--- config.mk ---
export PLATFORM = sky130hd
export DESIGN_NAME = multichannel_adc_averager_monitor_core
export DESIGN_NICKNAME = d
export VERILOG_FILES = /design/src/hdl/mcaam_pkg.sv /design/src/hdl/mcaam_div.sv /design/src/hdl/multichannel_adc_averager_monitor_core.sv
export SDC_FILE = /design/constraint.sdc
export NUM_CORES = 2
export LEC_CHECK = 0
export ABC_AREA = 1
export CORE_ASPECT_RATIO = 1.75
export CORE_MARGIN = 5
export CORE_UTILIZATION = 40
export CTS_BUF_LIST = sky130_fd_sc_hd__clkbuf_16
export CTS_CLUSTER_DIAMETER = 30
export DETAILED_ROUTE_END_ITERATION = 12
export DONT_BUFFER_PORTS = 1
export GPL_TIMING_DRIVEN = 1
export HOLD_SLACK_MARGIN = 0.12
export SYNTH_ARGS = -nofsm -noshare
export SYNTH_HDL_FRONTEND = slang
export SYNTH_SLANG_ARGS = --single-unit
--- constraint.sdc ---
create_clock -name i_clk -period 6.78 [get_ports i_clk]
set_input_delay 0.339 -clock i_clk [delete_from_list [all_inputs] [get_ports i_clk]]
set_output_delay 0.339 -clock i_clk [all_outputs]
set_load 0.02 [all_outputs]
--- src/hdl/mcaam_pkg.sv ---
// shared constants, codes and types for the multichannel adc averager
package mcaam_pkg;

    localparam int NUM_CHANNELS = 13;
    localparam int SAMPLE_W     = 12;
    localparam int CH_W         = 4;
    localparam int AVG_W        = 16;
    localparam int GAIN_W       = 12;
    localparam int TOL_W        = 8;
    localparam int MASK_W       = 4;
    localparam int MIC_W        = 8;
    localparam int PROD_W       = SAMPLE_W + GAIN_W;
    localparam int MIC_PROD_W   = AVG_W + GAIN_W;
    localparam int MIC_SHIFT    = 10;
    localparam int DIV_CNT_W    = $clog2(AVG_W);

    localparam logic [GAIN_W-1:0] ANT_SCALE_RST = GAIN_W'(666);
    localparam logic [GAIN_W-1:0] SUP_GAIN_RST  = GAIN_W'(339);
    localparam logic [GAIN_W-1:0] PLUS_GAIN_RST = GAIN_W'(620);
    localparam logic [TOL_W-1:0]  TOL_RST       = TOL_W'(1);

    localparam logic [CH_W-1:0] CH_MIC_PLUS    = CH_W'(1);
    localparam logic [CH_W-1:0] CH_LEFT_PLUS   = CH_W'(3);
    localparam logic [CH_W-1:0] CH_RIGHT_MINUS = CH_W'(6);
    localparam logic [CH_W-1:0] CH_SUPPLY      = CH_W'(7);
    localparam logic [CH_W-1:0] CH_ANTENNA     = CH_W'(10);

    typedef enum logic [1:0] {
        ACT_SAMPLE = 2'd0,
        ACT_CLEAR  = 2'd1,
        ACT_READ   = 2'd2,
        ACT_NONE   = 2'd3
    } t_action;

    typedef enum logic [1:0] {
        REG_ANT_SCALE = 2'd0,
        REG_SUP_GAIN  = 2'd1,
        REG_PLUS_GAIN = 2'd2,
        REG_TOL       = 2'd3
    } t_reg_idx;

    typedef enum logic [2:0] {
        ST_IDLE,
        ST_LOOK,
        ST_DIV,
        ST_UPD,
        ST_RD_SUP,
        ST_RD_PLUS,
        ST_MIC,
        ST_DONE
    } t_state;

endpackage

--- src/hdl/mcaam_div.sv ---
// bit-serial restoring divider for the antenna ratio, one quotient bit per cycle
module mcaam_div (
    input  logic                            i_clk,
    input  logic                            i_rst_n,
    input  logic                            i_start,
    input  logic [mcaam_pkg::PROD_W-1:0]    i_dividend,
    input  logic [mcaam_pkg::SAMPLE_W-1:0]  i_divisor,
    output logic                            o_done,
    output logic [mcaam_pkg::AVG_W-1:0]     o_quot
);

    logic                              r_busy;
    logic                              r_done;
    logic [mcaam_pkg::DIV_CNT_W-1:0]   r_cnt;
    logic [mcaam_pkg::SAMPLE_W-1:0]    r_rem;
    logic [mcaam_pkg::AVG_W-1:0]       r_dvd;
    logic [mcaam_pkg::AVG_W-1:0]       r_quot;
    logic [mcaam_pkg::SAMPLE_W:0]      trial;
    logic                              qbit;
    logic [mcaam_pkg::SAMPLE_W:0]      diff;

    always_comb begin
        trial = {r_rem, r_dvd[mcaam_pkg::AVG_W-1]};
        qbit  = (trial >= {1'b0, i_divisor});
        diff  = trial - {1'b0, i_divisor};
    end

    always_ff @(posedge i_clk) begin
        if (!i_rst_n) begin
            r_busy <= 1'b0;
            r_done <= 1'b0;
            r_cnt  <= '0;
        end else begin
            r_done <= 1'b0;
            if (i_start) begin
                r_busy <= 1'b1;
                r_cnt  <= '0;
            end else if (r_busy) begin
                r_cnt <= r_cnt + 1'b1;
                if (r_cnt == mcaam_pkg::DIV_CNT_W'(mcaam_pkg::AVG_W - 1)) begin
                    r_busy <= 1'b0;
                    r_done <= 1'b1;
                end
            end
        end
    end

    // upper dividend bits are already below the divisor, so 16 steps give the quotient
    always_ff @(posedge i_clk) begin
        if (i_start) begin
            r_rem <= mcaam_pkg::SAMPLE_W'(i_dividend[mcaam_pkg::PROD_W-1:mcaam_pkg::AVG_W]);
            r_dvd <= i_dividend[mcaam_pkg::AVG_W-1:0];
        end else if (r_busy) begin
            r_rem  <= qbit ? diff[mcaam_pkg::SAMPLE_W-1:0] : trial[mcaam_pkg::SAMPLE_W-1:0];
            r_dvd  <= {r_dvd[mcaam_pkg::AVG_W-2:0], 1'b0};
            r_quot <= {r_quot[mcaam_pkg::AVG_W-2:0], qbit};
        end
    end

    assign o_done = r_done;
    assign o_quot = r_quot;

endmodule

--- src/hdl/multichannel_adc_averager_monitor_core.sv ---
// top level: channel average memory, update sequencer, mic current monitor, apb registers
//
//  port group  dir  beat fields (low bit up)
//  s_axis      in   tuser: action[1:0]; tdata: channel, sample, battery_sample, audio_allowed
//  m_axis      out  tdata: average, valid_mask, mic_current
//  apb         in   antenna_scale @0x0, mic_supply_gain @0x4, mic_plus_gain @0x8,
//                   valid_tolerance @0xc
//
// an item passes the look, update, supply read, mic plus read, mic and done states,
// and a divide state after look on an antenna sample needing the serial divider;
// the single memory read port takes the channel, supply and mic plus reads in turn.
// one item is in work at a time; a new beat is taken while the last result waits
// in the output register. reset clears the per-channel valid bits at once.
module multichannel_adc_averager_monitor_core (
    input  logic        i_clk,
    input  logic        i_rst_n,
    input  logic        s_axis_tvalid,
    output logic        s_axis_tready,
    input  logic [31:0] s_axis_tdata,   // channel[3:0], sample[15:4], battery_sample[27:16],
                                        // audio_allowed[28], zero[31:29]
    input  logic [1:0]  s_axis_tuser,   // action[1:0]
    output logic        m_axis_tvalid,
    input  logic        m_axis_tready,
    output logic [31:0] m_axis_tdata,   // average[15:0], valid_mask[19:16], mic_current[27:20],
                                        // zero[31:28]
    input  logic        psel,
    input  logic        penable,
    input  logic        pwrite,
    input  logic [3:0]  paddr,
    input  logic [31:0] pwdata,
    output logic [31:0] prdata,
    output logic        pready
);

    localparam int CW = mcaam_pkg::CH_W;
    localparam int SW = mcaam_pkg::SAMPLE_W;
    localparam int AW = mcaam_pkg::AVG_W;
    localparam int GW = mcaam_pkg::GAIN_W;
    localparam int NC = mcaam_pkg::NUM_CHANNELS;
    localparam int PW = mcaam_pkg::PROD_W;
    localparam int MW = mcaam_pkg::MIC_PROD_W;

    // configuration registers
    logic [GW-1:0]                 r_ant_scale;
    logic [GW-1:0]                 r_sup_gain;
    logic [GW-1:0]                 r_plus_gain;
    logic [mcaam_pkg::TOL_W-1:0]   r_tol;
    logic                          cfg_wr;
    mcaam_pkg::t_reg_idx           cfg_idx;

    assign cfg_wr  = psel && penable && pwrite;
    assign cfg_idx = mcaam_pkg::t_reg_idx'(paddr[3:2]);
    assign pready  = 1'b1;

    always_ff @(posedge i_clk) begin
        if (!i_rst_n) begin
            r_ant_scale <= mcaam_pkg::ANT_SCALE_RST;
            r_sup_gain  <= mcaam_pkg::SUP_GAIN_RST;
            r_plus_gain <= mcaam_pkg::PLUS_GAIN_RST;
            r_tol       <= mcaam_pkg::TOL_RST;
        end else if (cfg_wr) begin
            unique case (cfg_idx)
                mcaam_pkg::REG_ANT_SCALE: r_ant_scale <= pwdata[GW-1:0];
                mcaam_pkg::REG_SUP_GAIN:  r_sup_gain  <= pwdata[GW-1:0];
                mcaam_pkg::REG_PLUS_GAIN: r_plus_gain <= pwdata[GW-1:0];
                mcaam_pkg::REG_TOL:       r_tol       <= pwdata[mcaam_pkg::TOL_W-1:0];
                default: ;
            endcase
        end
    end

    always_comb begin
        unique case (cfg_idx)
            mcaam_pkg::REG_ANT_SCALE: prdata = 32'(r_ant_scale);
            mcaam_pkg::REG_SUP_GAIN:  prdata = 32'(r_sup_gain);
            mcaam_pkg::REG_PLUS_GAIN: prdata = 32'(r_plus_gain);
            mcaam_pkg::REG_TOL:       prdata = 32'(r_tol);
            default:                  prdata = '0;
        endcase
    end

    // item registers
    mcaam_pkg::t_state   r_state, n_state;
    mcaam_pkg::t_action  r_act;
    logic [CW-1:0]       r_ch;
    logic [SW-1:0]       r_smp;
    logic [SW-1:0]       r_batt;
    logic                r_allow;
    logic [PW-1:0]       r_prod;
    logic [AW-1:0]       r_old;
    logic [AW-1:0]       r_v;
    logic [AW-1:0]       r_avg;
    logic [MW-1:0]       r_pa;
    logic [MW-1:0]       r_pb;
    logic [mcaam_pkg::MASK_W-1:0] r_vmask;
    logic                r_ovld;
    logic [31:0]         r_odata;

    logic                in_acc;
    logic [CW-1:0]       in_ch;
    logic                ch_ok;
    logic                is_audio;
    logic                is_ant;
    logic                ant_sat;
    logic                div_start;
    logic                div_done;
    logic [AW-1:0]       div_quot;
    logic                out_load;

    // average memory with one registered read port
    logic [AW-1:0]       mem [NC];
    logic [NC-1:0]       r_valid;
    logic [CW-1:0]       rd_addr;
    logic [AW-1:0]       r_rdata;
    logic                r_rd_ok;
    logic [AW-1:0]       rd_val;
    logic                mem_we;
    logic [AW-1:0]       wr_data;

    assign in_acc = s_axis_tvalid && s_axis_tready;
    assign in_ch  = s_axis_tdata[3:0];
    assign ch_ok  = ({1'b0, r_ch} < (CW + 1)'(NC));
    assign is_audio = (r_ch >= mcaam_pkg::CH_LEFT_PLUS) && (r_ch <= mcaam_pkg::CH_RIGHT_MINUS);
    assign is_ant   = (r_ch == mcaam_pkg::CH_ANTENNA);
    // quotient above 16 bits exactly when the upper product byte reaches the divisor
    assign ant_sat  = (r_batt == '0) || (SW'(r_prod[PW-1:AW]) >= r_batt);
    assign rd_val   = r_rd_ok ? r_rdata : '0;

    always_comb begin
        rd_addr = mcaam_pkg::CH_SUPPLY;
        if (r_state == mcaam_pkg::ST_IDLE) begin
            rd_addr = ({1'b0, in_ch} < (CW + 1)'(NC)) ? in_ch : '0;
        end else if (r_state == mcaam_pkg::ST_RD_PLUS) begin
            rd_addr = mcaam_pkg::CH_MIC_PLUS;
        end
    end

    always_ff @(posedge i_clk) begin
        if (mem_we) begin
            mem[r_ch] <= wr_data;
        end
        r_rdata <= mem[rd_addr];
    end

    always_ff @(posedge i_clk) begin
        if (!i_rst_n) begin
            r_rd_ok <= 1'b0;
        end else begin
            r_rd_ok <= r_valid[rd_addr];
        end
    end

    mcaam_div u_div (
        .i_clk      (i_clk),
        .i_rst_n    (i_rst_n),
        .i_start    (div_start),
        .i_dividend (r_prod),
        .i_divisor  (r_batt),
        .o_done     (div_done),
        .o_quot     (div_quot)
    );

    // update step
    logic [AW:0]          sum;
    logic [AW-1:0]        new_avg;
    logic [AW-1:0]        smp_ext;
    logic [AW-1:0]        adiff;
    logic                 do_write;
    logic [CW-1:0]        bit_ofs;
    logic [1:0]           bit_pos;
    logic [mcaam_pkg::MASK_W-1:0] n_vmask;

    always_comb begin
        smp_ext  = AW'(r_smp);
        sum      = {1'b0, r_old} + {1'b0, r_v};
        new_avg  = sum[AW:1];
        adiff    = (new_avg >= smp_ext) ? new_avg - smp_ext : smp_ext - new_avg;
        do_write = (r_act == mcaam_pkg::ACT_SAMPLE) && ch_ok;
        bit_ofs  = mcaam_pkg::CH_RIGHT_MINUS - r_ch;
        bit_pos  = bit_ofs[1:0];
        wr_data  = (is_audio && !r_allow) ? smp_ext : new_avg;
        mem_we   = (r_state == mcaam_pkg::ST_UPD) && do_write;
        n_vmask  = r_vmask;
        if (do_write && is_audio && r_allow) begin
            n_vmask[bit_pos] = (adiff <= AW'(r_tol));
        end
    end

    // mic current from the two registered products
    logic [MW:0]          mic_diff;
    logic [mcaam_pkg::MIC_W-1:0] mic;

    always_comb begin
        mic_diff = {1'b0, r_pa} - {1'b0, r_pb};
        if (!mic_diff[MW] && (mic_diff[MW-1:mcaam_pkg::MIC_SHIFT + mcaam_pkg::MIC_W] == '0)) begin
            mic = mic_diff[mcaam_pkg::MIC_SHIFT +: mcaam_pkg::MIC_W];
        end else begin
            mic = '0;
        end
    end

    // sequencer
    always_comb begin
        n_state       = r_state;
        s_axis_tready = 1'b0;
        div_start     = 1'b0;
        out_load      = 1'b0;
        unique case (r_state)
            mcaam_pkg::ST_IDLE: begin
                s_axis_tready = 1'b1;
                if (s_axis_tvalid) begin
                    n_state = mcaam_pkg::ST_LOOK;
                end
            end
            mcaam_pkg::ST_LOOK: begin
                if ((r_act == mcaam_pkg::ACT_SAMPLE) && ch_ok && is_ant && !ant_sat) begin
                    div_start = 1'b1;
                    n_state   = mcaam_pkg::ST_DIV;
                end else begin
                    n_state = mcaam_pkg::ST_UPD;
                end
            end
            mcaam_pkg::ST_DIV: begin
                if (div_done) begin
                    n_state = mcaam_pkg::ST_UPD;
                end
            end
            mcaam_pkg::ST_UPD:     n_state = mcaam_pkg::ST_RD_SUP;
            mcaam_pkg::ST_RD_SUP:  n_state = mcaam_pkg::ST_RD_PLUS;
            mcaam_pkg::ST_RD_PLUS: n_state = mcaam_pkg::ST_MIC;
            mcaam_pkg::ST_MIC:     n_state = mcaam_pkg::ST_DONE;
            mcaam_pkg::ST_DONE: begin
                if (!r_ovld || m_axis_tready) begin
                    out_load = 1'b1;
                    n_state  = mcaam_pkg::ST_IDLE;
                end
            end
            default: n_state = mcaam_pkg::ST_IDLE;
        endcase
    end

    always_ff @(posedge i_clk) begin
        if (!i_rst_n) begin
            r_state <= mcaam_pkg::ST_IDLE;
            r_valid <= '0;
            r_vmask <= '0;
            r_ovld  <= 1'b0;
        end else begin
            r_state <= n_state;
            if (r_state == mcaam_pkg::ST_UPD) begin
                r_vmask <= n_vmask;
                if (r_act == mcaam_pkg::ACT_CLEAR) begin
                    r_valid <= '0;
                end else if (do_write) begin
                    r_valid[r_ch] <= 1'b1;
                end
            end
            if (out_load) begin
                r_ovld <= 1'b1;
            end else if (m_axis_tready) begin
                r_ovld <= 1'b0;
            end
        end
    end

    always_ff @(posedge i_clk) begin
        if (in_acc) begin
            r_act   <= mcaam_pkg::t_action'(s_axis_tuser);
            r_ch    <= in_ch;
            r_smp   <= s_axis_tdata[15:4];
            r_batt  <= s_axis_tdata[27:16];
            r_allow <= s_axis_tdata[28];
            r_prod  <= s_axis_tdata[15:4] * r_ant_scale;
        end
        if (r_state == mcaam_pkg::ST_LOOK) begin
            r_old <= rd_val;
            if (is_ant && ant_sat) begin
                r_v <= '1;
            end else begin
                r_v <= smp_ext;
            end
        end
        if ((r_state == mcaam_pkg::ST_DIV) && div_done) begin
            r_v <= div_quot;
        end
        if (r_state == mcaam_pkg::ST_UPD) begin
            if (do_write) begin
                r_avg <= wr_data;
            end else if ((r_act == mcaam_pkg::ACT_CLEAR) || !ch_ok) begin
                r_avg <= '0;
            end else begin
                r_avg <= r_old;
            end
        end
        if (r_state == mcaam_pkg::ST_RD_PLUS) begin
            r_pa <= rd_val * r_sup_gain;
        end
        if (r_state == mcaam_pkg::ST_MIC) begin
            r_pb <= rd_val * r_plus_gain;
        end
        if (out_load) begin
            r_odata <= {4'b0, mic, r_vmask, r_avg};
        end
    end

    assign m_axis_tvalid = r_ovld;
    assign m_axis_tdata  = r_odata;

    // validity mask moves only on the update step
    a_vmask_upd: assert property (@(posedge i_clk) disable iff (!i_rst_n)
        (r_state != mcaam_pkg::ST_UPD) |=> $stable(r_vmask))
        else $error("valid mask changed outside update");

    // divider finishes only while the sequencer waits on it
    a_div_done: assert property (@(posedge i_clk) disable iff (!i_rst_n)
        div_done |-> (r_state == mcaam_pkg::ST_DIV))
        else $error("divider done outside divide state");

    // a finished item with a free output register is loaded at once
    a_out_load: assert property (@(posedge i_clk) disable iff (!i_rst_n)
        ((r_state == mcaam_pkg::ST_DONE) && !r_ovld) |=> (r_ovld && (r_state == mcaam_pkg::ST_IDLE)))
        else $error("result not loaded");

    // memory is written only on a sample beat for a real channel
    a_mem_we: assert property (@(posedge i_clk) disable iff (!i_rst_n)
        mem_we |-> (ch_ok && (r_act == mcaam_pkg::ACT_SAMPLE)))
        else $error("bad average write");

endmodule

==> flow_summary_export.csv <==
group,metric,value,unit
logic_synthesis,yosysSeqAreaShare,36.4,%
detailed_routing,drt-total-wl,117000,um
logic_synthesis,postSynthCellCount,4417,
logic_synthesis,syn-mean-instance-area,9.28,um2
floorplanning,dieArea,0.109,mm2
place,placed_area,0.0427,mm2
detailed_routing,firstDrtPassIters,8,
global_route,grt_max_degree,96,
global_route,grt_pass1_wl,179000,um
logic_synthesis,yosys_warnings,0,
cells_and_area,finish.instance_area,0.0458,mm2
floorplanning,row_count,155,
pwr,p_leak,20.6,nW
floorplanning,io_pins,144,
global_route,gr-usage-all-layers,21.3,%
logic_synthesis,ys.flop_type,"edfxtp_1",
sta,finalSetupViolCount,0,
detailed_routing,drtAntennaViolNets,0,
job,drv_cap,0,
worst_setup_path,crit_type,"flop to flop",
sta,hold_viol,0,
run_status,status,"completed",
cts,cts_tree,"yes",
sta,skew,0.0480,ns
logic_synthesis,yosysUniqueCellTypes,59,
sta,drv_slew,0,
cells_and_area,final_cell_mix,"857 x nand2_1, 796 x inv_1, 435 x edfxtp_1",
logic_synthesis,async_flop_share,0,%
cts,clock_sink_count,527,
cts,cts-resized-gates,0,
place,io_buffers,0,
worst_hold_path,hp-class,"primary input to flop",
detailed_routing,drc_errors,0,
logic_synthesis,syn_area,0.0410,mm2
worst_setup_path,start_kind,"flop",
pwr,total_power,18.2,mW
sta,tns,0,ns
cts,cts.path.max_buffers,3,
cts,cts_setup_buffers,0,
detailed_routing,wire_per_inst,20.0,um
cts,hold_buffers,52,
global_route,grt_pass1_vias,32000,
floorplanning,fp.dieW,252,um
worst_setup_path,path_max_fanout,11,
cells_and_area,fin_nets,5229,
pwr,irDropWorstVdd,0.459,mV
cts,numCtsBuffers,75,
cells_and_area,layout_commonest_cell,"nand2_1",
floorplanning,core_area,0.102,mm2
floorplanning,initial_core_util,40.2,%
cells_and_area,fillCellCount,9786,
global_route,gr-total-overflow,0,
worst_setup_path,cp-end-kind,"flop",
place,gp_congestion,0.928,
logic_synthesis,synth_seq_cells,527,
cells_and_area,drive_gt1_share,6.85,%
cts,clk_pin_slew_worst_paths,0.06,ns
cts,htree_levels,3,
sta,grt_setup_unrepaired,"no",
worst_setup_path,cp.required,7.16,ns
logic_synthesis,synth_edf_count,435,
detailed_routing,initialDrtViolationCount,1855,
place,pre_cts_ws,0.480,ns
sta,fin_ws,0.450,ns
sta,timing.fmax,0.158,GHz
cts,cts-root-buf,"clkbuf_16",
detailed_routing,vias_per_cell,5.20,
sta,slew_headroom,14.3,%
global_route,antenna_found_initial,2,
cts,clock_latency,0.68,ns
floorplanning,fp.dieH,433,um
sta,worst_pin_slew,1.28,ns
pwr,powerDensity,397,mW/mm2
sta,hold_ws,0.157,ns
cells_and_area,area_growth,11.8,%
sta,fin_crit,6.33,ns
detailed_routing,vias,30600,
worst_setup_path,cp.arrival,6.71,ns
place,hpwl,92300,um
sta,period_share,93.4,%
## routing by layer
layer | global-route usage [%] | wire length [um]
met5 | 0 | 13
met4 | 13.6 | 8710
met3 | 3.18 | 5470
met2 | 41.1 | 64400
met1 | 21.0 | 38800
## cells by family (layout without fill, tap and decap cells)
family | after synthesis | in the layout | synth area share (%)
mux | 22 | 22 | 0.718
xor+xnor | 112 | 112 | 2.39
other cells | 2 | 26 | 0.0183
simple gates | 1445 | 1445 | 14.3
compound gates | 638 | 638 | 9.07
flops | 527 | 527 | 36.4
buf+inv | 998 | 1100 | 9.49
fa+ha+maj | 673 | 673 | 27.6
## through the flow
stage | instances | util (%)
after global placement | 5684 | 41.9
after CTS | 5876 | 45.0
after floorplan | 4440 | -
final | 5877 | 45.0
after global routing | 5876 | 45.0
after detailed placement | 5684 | 41.9
## area by class of cell
class	instances	area [um2]	share of cell area, %
Multi-Input combinational cell	2915	22300	48.8
Sequential cell	527	14900	32.5
Inverter	819	3070	6.71
Tap cell	1334	1670	3.64
Clock inverter	61	652	1.42
Timing Repair Buffer	141	1200	2.62
Antenna cell	1	2.50	0.00546
Clock buffer	79	1980	4.31
## power by group
part / switching, mW / internal [mW] / total (mW)
logic: 6.30 / 3.22 / 9.52
registers: 0.221 / 4.45 / 4.67
clock network: 1.65 / 2.35 / 3.99
total: 8.17 / 10.0 / 18.2
## critical path, cell delays in order, from the launching register on
cell and delay, ns:
dfxtp_1 0.66, nand2_1 0.40, clkinv_1 0.41, buf_4 0.25
nand2_1 0.09, fa_1 0.55, inv_1 0.06, fa_1 0.43
fa_1 0.50, inv_1 0.06, fa_1 0.44, fa_1 0.51
inv_1 0.04, ha_1 0.33, a21oi_1 0.25, o21ai_1 0.18
a21oi_1 0.27, o21ai_1 0.14, a21oi_1 0.22, o21ai_1 0.10
xor2_1 0.15
## synthesized netlist by cell type, types with 3 or more instances
library cell,count,share of area [%]
inv_1,791,7.2
mux2_4,14,0.51
edfxtp_1,435,32
xor2_1,74,1.6
o21bai_1,14,0.26
a21oi_2,3,0.064
nor3_1,30,0.37
nand2_2,12,0.18
nor2_2,7,0.11
inv_2,14,0.13
o21ai_1,40,0.49
nor2_4,3,0.082
nor4_1,6,0.092
nand3_2,3,0.073
a21boi_0,3,0.055
o221ai_1,22,0.47
o211ai_1,46,0.84
nand4_1,28,0.43
a21oi_1,184,2.2
nor3_2,10,0.24
nand2_1,857,7.9
o2111ai_1,11,0.24
o21ai_0,223,2.7
nor2_1,391,3.6
a211oi_1,3,0.055
buf_1,5,0.046
clkinv_1,14,0.13
mux2_2,3,0.082
mux2i_1,5,0.12
a32o_1,15,0.37
buf_2,15,0.18
nand3b_1,5,0.092
fa_1,384,19
xnor2_1,38,0.81
dfxtp_1,92,4.5
clkbuf_1,129,1.2
ha_1,289,8.8
o22ai_1,32,0.49
o21a_1,6,0.11
a21o_1,10,0.18
buf_6,3,0.082
buf_4,26,0.48
a31oi_1,15,0.23
nand3_1,87,1.1
## flip-flops by register name, summed over array words and instances, names as in the netlist, 24 cells and up
register	count
mem	208
m_axis_tdata	28
r_pa	28
r_pb	28
r_prod	24
## worst paths after layout
path                                      start               end  slack, ns  cells after the start
worst min-delay path            s_axis_tdata[5]         r_prod[2]       0.16                      4
worst max register to register          r_rd_ok          r_pa[23]       0.45                     20
worst max-delay path                    r_rd_ok          r_pa[23]       0.45                     20
worst min register to register        r_avg[10]  m_axis_tdata[10]       0.41                      0
Note: power is estimated with default switching activity, not from simulation.
